`src/design/upd_pkg.sv`:
```
// ----------------------------------------------------------------------------
// upd_pkg
// Shared types and constants for the percent-escape decoder.
// ----------------------------------------------------------------------------
package upd_pkg;

    localparam int unsigned MapWidth   = 64;
    localparam int unsigned MapCount   = 4;
    localparam int unsigned CfgIdxBits = 2;

    // Escape phase codes; the unused fourth code behaves as plain text
    localparam logic [1:0] PH_TEXT   = 2'd0;
    localparam logic [1:0] PH_DIGIT1 = 2'd1;
    localparam logic [1:0] PH_DIGIT2 = 2'd2;

    localparam logic [7:0] CH_PERCENT = 8'h25;
    localparam logic [7:0] CH_0       = 8'h30;
    localparam logic [7:0] CH_9       = 8'h39;
    localparam logic [7:0] CH_UA      = 8'h41;
    localparam logic [7:0] CH_UF      = 8'h46;
    localparam logic [7:0] CH_LA      = 8'h61;
    localparam logic [7:0] CH_LF      = 8'h66;
    localparam logic [7:0] CH_NUL     = 8'h00;

    typedef struct packed {
        logic [1:0] phase;
        logic [3:0] high_nibble;
        logic       discarding;
    } state_t;

    typedef struct packed {
        logic       valid;
        logic [7:0] data;
        logic       err;
        logic       last;
    } result_t;

    typedef struct packed {
        logic       ok;
        logic [3:0] nibble;
    } hex_t;

    function automatic hex_t hex_value(input logic [7:0] ch);
        hex_t h;
        logic [7:0] d;
        h = '{ok: 1'b0, nibble: 4'd0};
        d = 8'd0;
        if (ch >= CH_0 && ch <= CH_9)
        begin
            d = ch - CH_0;
            h = '{ok: 1'b1, nibble: d[3:0]};
        end
        else if (ch >= CH_UA && ch <= CH_UF)
        begin
            d = ch - CH_UA + 8'd10;
            h = '{ok: 1'b1, nibble: d[3:0]};
        end
        else if (ch >= CH_LA && ch <= CH_LF)
        begin
            d = ch - CH_LA + 8'd10;
            h = '{ok: 1'b1, nibble: d[3:0]};
        end
        return h;
    endfunction

endpackage

```
`src/design/upd_step.sv`:
```
// ----------------------------------------------------------------------------
// upd_step
// Next-state and result logic for one byte of the escaped string.
// ----------------------------------------------------------------------------
module upd_step (
    input  upd_pkg::state_t  st,
    input  logic [7:0]       data,
    input  logic             last,
    input  logic [255:0]     illegal_map,
    output upd_pkg::state_t  st_next,
    output upd_pkg::result_t res
);
    import upd_pkg::*;

    hex_t       hx;
    logic [7:0] decoded;
    logic       bad_decoded;

    assign hx          = hex_value(data);
    assign decoded     = {st.high_nibble, hx.nibble};
    assign bad_decoded = (decoded == CH_NUL) || illegal_map[decoded];

    always_comb
    begin
        st_next = st;
        res     = '{valid: 1'b0, data: 8'd0, err: 1'b0, last: 1'b0};
        if (st.discarding)
        begin
            if (last)
            begin
                st_next = '{phase: PH_TEXT, high_nibble: 4'd0, discarding: 1'b0};
            end
        end
        else
        begin
            case (st.phase)
                PH_DIGIT1:
                begin
                    if (!hx.ok || last)
                    begin
                        st_next = '{phase: PH_TEXT, high_nibble: 4'd0, discarding: !last};
                        res     = '{valid: 1'b1, data: 8'd0, err: 1'b1, last: 1'b1};
                    end
                    else
                    begin
                        st_next.high_nibble = hx.nibble;
                        st_next.phase       = PH_DIGIT2;
                    end
                end
                PH_DIGIT2:
                begin
                    if (!hx.ok || bad_decoded)
                    begin
                        st_next = '{phase: PH_TEXT, high_nibble: 4'd0, discarding: !last};
                        res     = '{valid: 1'b1, data: 8'd0, err: 1'b1, last: 1'b1};
                    end
                    else
                    begin
                        st_next = '{phase: PH_TEXT, high_nibble: 4'd0, discarding: 1'b0};
                        res     = '{valid: 1'b1, data: decoded, err: 1'b0, last: last};
                    end
                end
                default:
                begin
                    st_next.phase = PH_TEXT;
                    if (data == CH_PERCENT)
                    begin
                        if (last)
                        begin
                            st_next = '{phase: PH_TEXT, high_nibble: 4'd0, discarding: 1'b0};
                            res     = '{valid: 1'b1, data: 8'd0, err: 1'b1, last: 1'b1};
                        end
                        else
                        begin
                            st_next.phase = PH_DIGIT1;
                        end
                    end
                    else
                    begin
                        res = '{valid: 1'b1, data: data, err: 1'b0, last: last};
                    end
                end
            endcase
        end
    end

endmodule

```
`src/design/url_percent_unescape_decoder_unit.sv`:
```
// ----------------------------------------------------------------------------
// url_percent_unescape_decoder_unit
// Percent-escape decoder: one byte in per word, at most one decoded byte or
// an error word out.
// ----------------------------------------------------------------------------
//  channel   direction  handshake            payload
//  in        sink       in_valid / in_stall   in_byte, in_last
//  out       source     out_valid / out_stall out_byte, is_error, out_last
//  cfg       sink       cfg_we               cfg_index, cfg_data
//
// One word per cycle while out_stall does not block; out_valid rises once an
// accepted word is decoded from the input register into the result register.
// Reset clears the escape state, the illegal map and both valid flags.
// out_stall holds the result register; the input register keeps accepting
// while the held word produces no result or the result register drains.
module url_percent_unescape_decoder_unit (
    input  logic                              clk,
    input  logic                              rst_n,
    input  logic                              in_valid,
    output logic                              in_stall,
    input  logic [7:0]                        in_byte,
    input  logic                              in_last,
    output logic                              out_valid,
    input  logic                              out_stall,
    output logic [7:0]                        out_byte,
    output logic                              is_error,
    output logic                              out_last,
    input  logic                              cfg_we,
    input  logic [upd_pkg::CfgIdxBits-1:0]    cfg_index,
    input  logic [upd_pkg::MapWidth-1:0]      cfg_data
);
    import upd_pkg::*;

    logic [MapWidth-1:0] map_reg [MapCount];

    logic       s1_valid_reg;
    logic [7:0] s1_byte_reg;
    logic       s1_last_reg;

    state_t     st_reg, st_next;
    result_t    res;

    logic       out_valid_reg;
    logic [7:0] out_byte_reg;
    logic       out_err_reg;
    logic       out_last_reg;

    logic       out_free;
    logic       s1_adv;
    logic       in_take;

    upd_step u_step (
        .st          (st_reg),
        .data        (s1_byte_reg),
        .last        (s1_last_reg),
        .illegal_map ({map_reg[3], map_reg[2], map_reg[1], map_reg[0]}),
        .st_next     (st_next),
        .res         (res)
    );

    assign out_free = !out_valid_reg || !out_stall;
    assign s1_adv   = s1_valid_reg && (!res.valid || out_free);
    assign in_stall = s1_valid_reg && !s1_adv;
    assign in_take  = in_valid && !in_stall;

    assign out_valid = out_valid_reg;
    assign out_byte  = out_byte_reg;
    assign is_error  = out_err_reg;
    assign out_last  = out_last_reg;

    always_ff @(posedge clk or negedge rst_n)
    begin
        if (!rst_n)
        begin
            for (int i = 0; i < MapCount; i++)
            begin
                map_reg[i] <= '0;
            end
        end
        else if (cfg_we)
        begin
            map_reg[cfg_index] <= cfg_data;
        end
    end

    always_ff @(posedge clk or negedge rst_n)
    begin
        if (!rst_n)
        begin
            s1_valid_reg  <= 1'b0;
            out_valid_reg <= 1'b0;
            st_reg        <= '{phase: PH_TEXT, high_nibble: 4'd0, discarding: 1'b0};
        end
        else
        begin
            if (in_take)
            begin
                s1_valid_reg <= 1'b1;
            end
            else if (s1_adv)
            begin
                s1_valid_reg <= 1'b0;
            end

            if (s1_adv)
            begin
                st_reg <= st_next;
            end

            if (s1_adv && res.valid)
            begin
                out_valid_reg <= 1'b1;
            end
            else if (!out_stall)
            begin
                out_valid_reg <= 1'b0;
            end
        end
    end

    // payload registers
    always_ff @(posedge clk)
    begin
        if (in_take)
        begin
            s1_byte_reg <= in_byte;
            s1_last_reg <= in_last;
        end
        if (s1_adv && res.valid)
        begin
            out_byte_reg <= res.data;
            out_err_reg  <= res.err;
            out_last_reg <= res.last;
        end
    end

    // error word always closes the string and carries a zero byte
    a_err_form: assert property (@(posedge clk) disable iff (!rst_n)
        out_valid && is_error |-> out_last && out_byte == 8'd0)
        else $error("error word malformed");

    a_discard_text: assert property (@(posedge clk) disable iff (!rst_n)
        st_reg.discarding |-> st_reg.phase == PH_TEXT)
        else $error("discarding while inside an escape");

    a_stall_cause: assert property (@(posedge clk) disable iff (!rst_n)
        in_stall |-> s1_valid_reg && res.valid && out_valid_reg && out_stall)
        else $error("input stalled without a blocked result");

    a_no_overwrite: assert property (@(posedge clk) disable iff (!rst_n)
        out_valid && out_stall |=> $stable(out_byte) && $stable(is_error))
        else $error("held result overwritten");

endmodule

```
`config.mk`:
```
export PLATFORM = sky130hd
export DESIGN_NAME = url_percent_unescape_decoder_unit
export DESIGN_NICKNAME = d
export VERILOG_FILES = /design/src/design/upd_pkg.sv /design/src/design/upd_step.sv /design/src/design/url_percent_unescape_decoder_unit.sv
export SDC_FILE = /design/constraint.sdc
export NUM_CORES = 1
export LEC_CHECK = 0
export BUFFER_PORTS_ARGS = -buffer_cell sky130_fd_sc_hd__buf_2
export CORE_MARGIN = 4
export CORE_UTILIZATION = 50
export CTS_CLUSTER_DIAMETER = 120
export DETAILED_ROUTE_END_ITERATION = 7
export PLACE_DENSITY = 0.68
export SLEW_MARGIN = 20
export SYNTH_ARGS = -nofsm -noshare
export SYNTH_HDL_FRONTEND = slang
export SYNTH_SLANG_ARGS = --single-unit
```
`constraint.sdc`:
```
create_clock -name clk -period 6.05 [get_ports clk]
set_input_delay 1.5125 -clock clk [delete_from_list [all_inputs] [get_ports clk]]
set_output_delay 1.5125 -clock clk [all_outputs]
set_load 0.02 [all_outputs]
```
==> impl_metrics.env, run 1 <==
export IMPL_status="finished, final reports clean"
export IMPL_fmax_ghz=0.189
export IMPL_num_rows=60
export IMPL_post_cts_resize_count=0
export IMPL_clk_path_buf_depth=3
export IMPL_r2r_start="s1_byte_reg[0]"
export IMPL_cts_max_level=1
export IMPL_cts_sinks=284
export IMPL_rsz0062_at_grt="no"
export IMPL_synth_fp_nets=1285
export IMPL_crit_start="s1_byte_reg[0]"
export IMPL_dpl_cell_area_mm2=0.0146
export IMPL_layout_drive_gt1_share_pct=34.8
export IMPL_maxSlewViolCount=0
export IMPL_antenna_found_initial=0
export IMPL_ys_warn_count=0
export IMPL_cp_num_cells=13
export IMPL_skew_ps=8.92
export IMPL_totalWireLength_um=38300
export IMPL_synth_edf_count=19
export IMPL_synth_seq_cells=284
export IMPL_setup_violations_final=0
export IMPL_cts_root_buf="clkbuf_16"
export IMPL_cts_tree="done"
export IMPL_hold_depth=1
export IMPL_startpoint_type="register"
export IMPL_synth_ff_type="dfrtp_1"
export IMPL_endpoint_kind="register"
export IMPL_crit_fanout=47
export IMPL_worstSetupPathType="register to register"
export IMPL_rr_worst_depth=13
export IMPL_cts_inserted_buffers=31
export IMPL_routedWlPerCell_um=23.1
export IMPL_fin_crit_sh_pct=87.7
export IMPL_portBuffers=91
export IMPL_vdd_ir_drop_max_mv=0.250
export IMPL_area_growth_pct=13.6
export IMPL_clkTransAtPathRegs_ps=60
export IMPL_core_mm2=0.0271
export IMPL_cp_cell_sequence="inv_1 > ha_1 > or3b_2 > nand3_1 > nand2_2 > buf_4 > a311oi_1 > a31oi_1 > o21ai_0 > a311oi_1 > a22o_1 > or4_1 > o31ai_1"
export IMPL_hold_viol=0
export IMPL_cts_hold_buffers=0
export IMPL_stdcell_area_mm2=0.0158
export IMPL_hp_class="register to register"
export IMPL_grt_first_pass_wirelength_um=59900
export IMPL_seq_area_mm2=0.00720
export IMPL_post_cts_setup_buffers=0
export IMPL_route_detailed_drc=0
export IMPL_multi_input_area_mm2=0.00629
export IMPL_layout_common_cells="265 x dfrtp_1, 260 x mux2_2, 166 x nand2_1"
export IMPL_syn_inst=1200
export IMPL_crit_buf_inv=2
export IMPL_stdcell_count=1656
export IMPL_dieArea_mm2=0.0305
export IMPL_seq_area_frac_synth_pct=51.9
export IMPL_n_antenna_cell=0
export IMPL_synth_avg_cell_area_um2=11.6
export IMPL_drt_pass1_iter_count=5
export IMPL_nets=1344
export IMPL_die_h_um=175
export IMPL_fill_cells=2257
export IMPL_worstPathRequired_ps=6430
export IMPL_die_width_um=175
export IMPL_relSlewSlack_pct=24.8
export IMPL_synth_cell_types=68
export IMPL_fin_crit_ps=5300
export IMPL_slowest_stage="nand2_2"
export IMPL_cp_arrival_ps=5680
export IMPL_first_global_vias=10100
export IMPL_start_util_pct=51.2
export IMPL_cpPeakStageDelay_ps=690
export IMPL_via_per_inst=6.14
export IMPL_gp_congestion=0.916
export IMPL_power_density_mw_per_mm2=335
export IMPL_dp_hpwl_um=25400
export IMPL_worstHoldStart="map_reg[149]"
export IMPL_ant_nets=0
export IMPL_drt_iter0_drc=844
export IMPL_path_common_cell="a311oi_1"
export IMPL_tightest_slew_ps=1130
export IMPL_tns_ps=0
export IMPL_grt_util_all_layers_pct=24.5
export IMPL_gr_total_overflow=0
export IMPL_worst_hold_slack_ps=499
export IMPL_cp_top_family="simple AND/OR/NAND/NOR gates"
export IMPL_max_cap_violations=0
export IMPL_io_pins=92
export IMPL_ys_async_sr_fraction_pct=93.3
export IMPL_vias=10200
export IMPL_mappedNetlistArea_mm2=0.0139
export IMPL_p_leak_uw=0.00669
export IMPL_grt_max_degree=114
export IMPL_largest_register_ffs=256
export IMPL_dp_cells=1598
export IMPL_final_util_pct=58.2
export IMPL_clk_latency_ps=560
export IMPL_final_common_cell="dfrtp_1"
## power breakdown
group | leakage [uW] | switching, uW | internal, uW
clock | 0.000556 | 777 | 1260
sequential | 0.00333 | 200 | 2260
combinational | 0.00280 | 384 | 394
## cell families (layout without fill, tap and decap cells)
| family | count (synthesis) | in the layout | share of synthesized area, % |
|---|---|---|---|
| buffers and inverters | 99 | 183 | 3.00 |
| AO/OA/AOI/OAI | 198 | 198 | 9.60 |
| multiplexers | 299 | 299 | 23.9 |
| adder cells (fa/ha/maj) | 5 | 5 | 0.451 |
| flip-flops | 284 | 284 | 51.9 |
| AND/OR/NAND/NOR | 312 | 312 | 10.9 |
| XOR/XNOR | 3 | 3 | 0.189 |
## final timing paths
path                                endpoint  slack (ps)
worst max-delay path             out_byte[1]         750
worst min-delay path            map_reg[149]         500
worst max register to register   out_byte[1]         750
worst min register to register  map_reg[149]         500
max in group asynchronous       map_reg[103]        3750
min in group asynchronous        map_reg[24]        1000
## stage by stage
stage                     worst slack [ps]  power, uW
after global placement                 966       3240
after global routing                   621       5510
final                                  747       5280
after floorplan                       2240       2970
after CTS                              900       5320
after detailed placement               905       3270
## area by class of cell
| cell class | instances | share of cell area, % |
|---|---|---|
| timing repair buffer | 111 | 3.98 |
| sequential | 284 | 45.7 |
| tap | 372 | 2.95 |
| multi-input combinational | 817 | 39.9 |
| inverter | 14 | 0.333 |
| clock buffer | 42 | 5.76 |
| clock inverter | 16 | 1.39 |
## synthesized netlist by cell type (all sizes together) (2+ instances only)
master / number / area, um2
buf: 33 / 169
a21o: 4 / 30.0
o22ai: 6 / 37.5
o221ai: 7 / 61.3
nor3b: 3 / 27.5
o211ai: 2 / 25.0
nand3: 58 / 290
nor4: 7 / 43.8
or4: 2 / 15.0
nand2: 169 / 644
dfrtp: 265 / 6630
nor4b: 2 / 23.8
xor2: 2 / 17.5
a221oi: 5 / 43.8
a211oi: 13 / 103
and4: 11 / 96.3
a32oi: 7 / 61.3
o31ai: 8 / 65.1
a21oi: 60 / 304
a31oi: 21 / 131
mux2: 260 / 2930
a2111oi: 3 / 27.5
a41oi: 2 / 17.5
nor2: 15 / 63.8
nand3b: 2 / 15.0
and3: 8 / 50.1
inv: 14 / 52.6
o22a: 6 / 52.6
ha: 5 / 62.6
nor3: 11 / 71.3
nand2b: 3 / 18.8
clkbuf: 52 / 195
nand4: 12 / 75.1
and2: 3 / 18.8
o21ai: 28 / 140
a311oi: 12 / 105
mux2i: 39 / 390
edfxtp: 19 / 571
o2111ai: 5 / 43.8
## metal layers
layer	track usage, %	part of all wire, %	wire length, um
met2	39.0	47	17900
met4	6.02	2.3	886
met1	35.5	45	17100
met3	3.98	6.3	2410
met5	0	0	0
Power figures use the tool's default switching activity.
==> run 2: changes to the inputs <==
--- a/config.mk
+++ b/config.mk
@@ -6,11 +6,13 @@
 export NUM_CORES = 1
 export LEC_CHECK = 0
 export BUFFER_PORTS_ARGS = -buffer_cell sky130_fd_sc_hd__buf_2
+export CELL_PAD_IN_SITES_DETAIL_PLACEMENT = 0
+export CELL_PAD_IN_SITES_GLOBAL_PLACEMENT = 1
 export CORE_MARGIN = 4
 export CORE_UTILIZATION = 50
 export CTS_CLUSTER_DIAMETER = 120
 export DETAILED_ROUTE_END_ITERATION = 7
-export PLACE_DENSITY = 0.68
+export PLACE_DENSITY_LB_ADDON = 0.1
 export SLEW_MARGIN = 20
 export SYNTH_ARGS = -nofsm -noshare
 export SYNTH_HDL_FRONTEND = slang
==> run 2 against run 1 <==
Wire length increased by 2.3%. Critical endpoint is now out_byte[3]. Clock skew increased by 8.8 ps. Largest power group unchanged. Total power decreased by 3.4%.
==> impl_metrics.env, run 2 (synthesis results as in run 1) <==
export IMPL_status="finished, final reports clean"
export IMPL_post_cts_resize_count=0
export IMPL_clk_latency_ps=570
export IMPL_start_util_pct=51.2
export IMPL_worst_hold_slack_ps=495
export IMPL_r2r_start="s1_byte_reg[0]"
export IMPL_layout_drive_gt1_share_pct=34.4
export IMPL_hp_class="register to register"
export IMPL_fill_cells=2324
export IMPL_finalWorstSetupSlack_ps=689
export IMPL_routedWlPerCell_um=23.7
export IMPL_pre_cts_ws_ps=795
export IMPL_grt_max_degree=120
export IMPL_num_rows=60
export IMPL_dieArea_mm2=0.0305
export IMPL_final_common_cell="dfrtp_1"
export IMPL_n_antenna_cell=0
export IMPL_io_pins=92
export IMPL_fmax_ghz=0.187
export IMPL_clkTransAtPathRegs_ps=60
export IMPL_worstSetupPathType="register to register"
export IMPL_layout_common_cells="265 x dfrtp_1, 260 x mux2_2, 166 x nand2_1"
export IMPL_startpoint_type="register"
export IMPL_cts_tree="done"
export IMPL_first_global_vias=10300
export IMPL_cp_arrival_ps=5730
export IMPL_clk_path_buf_depth=3
export IMPL_endpoint_kind="register"
export IMPL_totalWireLength_um=39200
export IMPL_maxSlewViolCount=0
export IMPL_ant_nets=0
export IMPL_dp_hpwl_um=26000
export IMPL_core_mm2=0.0271
export IMPL_rr_worst_depth=12
export IMPL_portBuffers=91
export IMPL_nets=1347
export IMPL_power_density_mw_per_mm2=325
export IMPL_cts_root_buf="clkbuf_16"
export IMPL_fin_crit_sh_pct=88.6
export IMPL_grt_first_pass_wirelength_um=62200
export IMPL_drt_pass1_iter_count=6
export IMPL_grt_util_all_layers_pct=25.8
export IMPL_worstPathRequired_ps=6420
export IMPL_cts_sinks=284
export IMPL_cts_hold_buffers=0
export IMPL_setup_violations_final=0
export IMPL_crit_end="out_byte[3]"
export IMPL_route_detailed_drc=0
export IMPL_die_width_um=175
export IMPL_tns_ps=0
export IMPL_p_leak_uw=0.00666
export IMPL_skew_ps=17.7
export IMPL_vdd_ir_drop_max_mv=0.208
export IMPL_max_cap_violations=0
export IMPL_antenna_found_initial=1
export IMPL_cts_max_level=1
export IMPL_hold_viol=0
export IMPL_reg2reg_to="out_byte[3]"
export IMPL_drt_iter0_drc=838
export IMPL_crit_fanout=39
export IMPL_gp_congestion=0.887
export IMPL_crit_start="s1_byte_reg[0]"
export IMPL_vias=10100
export IMPL_area_growth_pct=13.2
export IMPL_post_cts_setup_buffers=0
export IMPL_rsz0062_at_grt="no"
export IMPL_die_h_um=175
export IMPL_fin_crit_ps=5360
export IMPL_gr_total_overflow=0
export IMPL_via_per_inst=6.12
export IMPL_r2r_slack_ps=690
export IMPL_largest_register_ffs=256
export IMPL_relSlewSlack_pct=25.3
export IMPL_tightest_slew_ps=1120
export IMPL_cts_inserted_buffers=31
[run 2: layout make-up]
type                    instances  area, um2  area share (%)
clock buffers                  46        925            5.89
repair buffers                114        676            4.30
well taps                     372        465            2.97
clock inverters                 9       87.6           0.558
flip-flops and latches        284       7200            45.9
inverters                      14       52.6           0.335
multi-input cells             817       6290            40.1
[run 2: power by group]
part	internal (uW)	leakage, uW	switching [uW]	total, uW
sequential	2260	0.00333	191	2450
clock	1100	0.000500	773	1870
combinational	396	0.00283	384	780
total	3750	0.00666	1350	5100
[run 2: worst max-delay path, stage by stage, from the launching register on]
cell	delay, ps
edfxtp_1	530
inv_1	190
ha_1	220
or3b_2	520
nand3_1	350
nand2_2	600
a211oi_1	380
a211oi_1	90
a2111oi_1	700
a211oi_1	250
o211a_1	230
or4_1	730
o31ai_1	340
[run 2: routing by layer]
metal	GRT usage, %	routed length [um]
met4	6.42	996
met5	0	0
met1	37.3	17100
met3	4.02	2710
met2	41.4	18300
[run 2: per-stage QoR]
| step | util [%] | instance area, um2 | std cells | power [uW] |
|---|---|---|---|---|
| after global routing | 57.9 | 15700 | 1656 | 5350 |
| after detailed placement | 54.2 | 14700 | 1601 | 3270 |
| final | 57.9 | 15700 | 1656 | 5100 |
| after floorplan | - | 13900 | 1200 | 2970 |
| after global placement | 54.2 | 14700 | 1601 | 3240 |
| after CTS | 57.9 | 15700 | 1656 | 5140 |
[run 2: worst min path at each step]
stage	startpoint	end	slack [ps]	depth (start not counted)
floorplan	map_reg[116]	map_reg[116]	470	1
global placement	map_reg[116]	map_reg[116]	480	1
detailed placement	out_valid	out_valid	490	1
CTS	out_valid	out_valid	500	1
global route	map_reg[42]	map_reg[42]	510	1
finish	out_valid	out_valid	500	1
==> run 3: changes to the inputs <==
--- a/config.mk
+++ b/config.mk
@@ -12,6 +12,7 @@
 export CORE_UTILIZATION = 50
 export CTS_CLUSTER_DIAMETER = 120
 export DETAILED_ROUTE_END_ITERATION = 7
+export MAX_ROUTING_LAYER = met4
 export PLACE_DENSITY_LB_ADDON = 0.1
 export SLEW_MARGIN = 20
 export SYNTH_ARGS = -nofsm -noshare
==> run 3 against run 2 <==
Sequential share of layout area shrank 0.12 points. First-iteration DRC count grew 5.8%. Global-route usage grew 0.63 points. Clock-buffer cell count shrank 2. Die area is the same. Non-clock buffer count grew 3. Critical path type unchanged. Highest routed layer unchanged.
==> impl_metrics.env, run 3 (synthesis results as in run 1) <==
export IMPL_status="finished, final reports clean"
export IMPL_rr_worst_depth=13
export IMPL_worst_hold_slack_ps=501
export IMPL_use_met3_pct=3.83
export IMPL_clk_latency_ps=560
export IMPL_startpoint_type="register"
export IMPL_first_global_vias=9971
export IMPL_switching_power_uw=1350
export IMPL_cpPeakStageDelay_ps=850
export IMPL_die_width_um=175
export IMPL_ant_nets=0
export IMPL_reg2reg_to="is_error"
export IMPL_r2r_start="s1_byte_reg[0]"
export IMPL_fin_crit_ps=5470
export IMPL_crit_buf_inv=2
export IMPL_stdcell_count=1661
export IMPL_p_leak_uw=0.00669
export IMPL_cts_max_level=1
export IMPL_holdPathEnd="map_reg[149]"
export IMPL_power_density_mw_per_mm2=328
export IMPL_nets=1349
export IMPL_portBuffers=91
export IMPL_grt_max_degree=102
export IMPL_largest_register_ffs=256
export IMPL_relSlewSlack_pct=24.4
export IMPL_num_rows=60
export IMPL_route_detailed_drc=0
export IMPL_slowest_stage="nor4_1"
export IMPL_max_cap_violations=0
export IMPL_io_pins=92
export IMPL_gp_congestion=0.904
export IMPL_cp_arrival_ps=5730
export IMPL_drt_iter0_drc=887
export IMPL_die_h_um=175
export IMPL_hold_viol=0
export IMPL_layout_common_cells="265 x dfrtp_1, 260 x mux2_2, 166 x nand2_1"
export IMPL_netSwitchingFraction_pct=26.2
export IMPL_start_util_pct=51.2
export IMPL_total_power_uw=5170
export IMPL_grt_first_pass_wirelength_um=61600
export IMPL_clkPwrFrac_pct=37.4
export IMPL_maxSlewViolCount=0
export IMPL_post_cts_resize_count=0
export IMPL_vias=10100
export IMPL_hold_depth=1
export IMPL_totalWireLength_um=39800
export IMPL_post_cts_setup_buffers=0
export IMPL_clkTransAtPathRegs_ps=60
export IMPL_clk_path_buf_depth=3
export IMPL_grt_util_all_layers_pct=26.5
export IMPL_cts_root_buf="clkbuf_16"
export IMPL_crit_fanout=25
export IMPL_tightest_slew_ps=1130
export IMPL_fmax_ghz=0.183
export IMPL_fill_cells=2331
export IMPL_core_mm2=0.0271
export IMPL_tns_ps=0
export IMPL_r2r_slack_ps=580
export IMPL_dpl_cell_area_mm2=0.0147
export IMPL_layout_drive_gt1_share_pct=34.9
export IMPL_endpoint_kind="register"
export IMPL_cts_hold_buffers=0
export IMPL_rsz0062_at_grt="no"
export IMPL_stdcell_area_mm2=0.0157
export IMPL_antenna_found_initial=2
export IMPL_hp_class="register to register"
export IMPL_cts_inserted_buffers=30
export IMPL_skew_ps=24.5
export IMPL_area_growth_pct=13.5
export IMPL_cts_sinks=284
export IMPL_gr_total_overflow=0
export IMPL_dp_cells=1604
export IMPL_worstSetupPathType="register to register"
export IMPL_drt_pass1_iter_count=5
export IMPL_worstHoldStart="map_reg[149]"
export IMPL_final_common_cell="dfrtp_1"
export IMPL_cts_tree="done"
export IMPL_grtUsageMet2_pct=41.2
export IMPL_grt_use_met1_pct=37.7
export IMPL_comb_power_share_pct=15.1
export IMPL_via_per_inst=6.07
export IMPL_vdd_ir_drop_max_mv=0.231
export IMPL_cp_top_family="simple AND/OR/NAND/NOR gates"
export IMPL_fin_crit_sh_pct=90.3
export IMPL_setup_violations_final=0
export IMPL_intPower_uw=3810
export IMPL_cp_cell_sequence="inv_1 > ha_1 > or3b_2 > nand3_1 > nand2_2 > buf_4 > nand2_1 > o22ai_1 > a311oi_1 > a2111oi_0 > a22o_1 > nor4_1 > a221oi_1"
export IMPL_routedWlPerCell_um=24.0
export IMPL_grt_busiest_layer="met2"
export IMPL_worstPathRequired_ps=6310
export IMPL_dieArea_mm2=0.0305
export IMPL_power_frac_seq_pct=47.5
export IMPL_dp_hpwl_um=26800
## run 3: worst max-delay path by stage
stage / from / endpoint / slack, ps / cells after the start
final: s1_byte_reg[0] / is_error / 580 / 13
after global routing: s1_byte_reg[0] / is_error / 500 / 13
after CTS: s1_byte_reg[0] / is_error / 720 / 13
after detailed placement: s1_byte_reg[0] / is_error / 740 / 13
after global placement: s1_byte_reg[0] / is_error / 860 / 13
after floorplan: s1_byte_reg[1] / out_byte[4] / 2240 / 15
## run 3: per-layer routing
| layer | vias to the layer above | share of wire [%] | wire (um) |
|---|---|---|---|
| met1 | 5196 | 45 | 17900 |
| met5 | - | 0 | 0 |
| met2 | 294 | 48 | 19000 |
| met3 | 53 | 5.5 | 2210 |
| met4 | 0 | 1.7 | 693 |
| li1 | 4547 | - | - |
## run 3: cell type report
class	instances	area, um2	share of cell area [%]
multi-input combinational	817	6290	40.0
sequential	284	7200	45.8
inverter	14	52.6	0.334
timing repair buffer	117	673	4.28
clock inverter	11	111	0.708
tap	372	465	2.96
antenna	2	5.00	0.0318
clock buffer	44	938	5.96
## run 3: power by group through the flow
| stage | Sequential [uW] | Clock [uW] | Combinational [uW] |
|---|---|---|---|
| final | 2450 | 1930 | 782 |
| after global routing | 2490 | 2050 | 862 |
| after CTS | 2450 | 1950 | 790 |
| after detailed placement | 2480 | 0 | 788 |
| after global placement | 2470 | 0 | 768 |
| after floorplan | 2420 | 0 | 545 |
## run 3: per-stage QoR
| step | util [%] | setup slack, ps |
|---|---|---|
| final | 58.1 | 584 |
| after floorplan | - | 2240 |
| after global placement | 54.2 | 862 |
| after global routing | 58.1 | 500 |
| after CTS | 58.0 | 725 |
| after detailed placement | 54.2 | 744 |
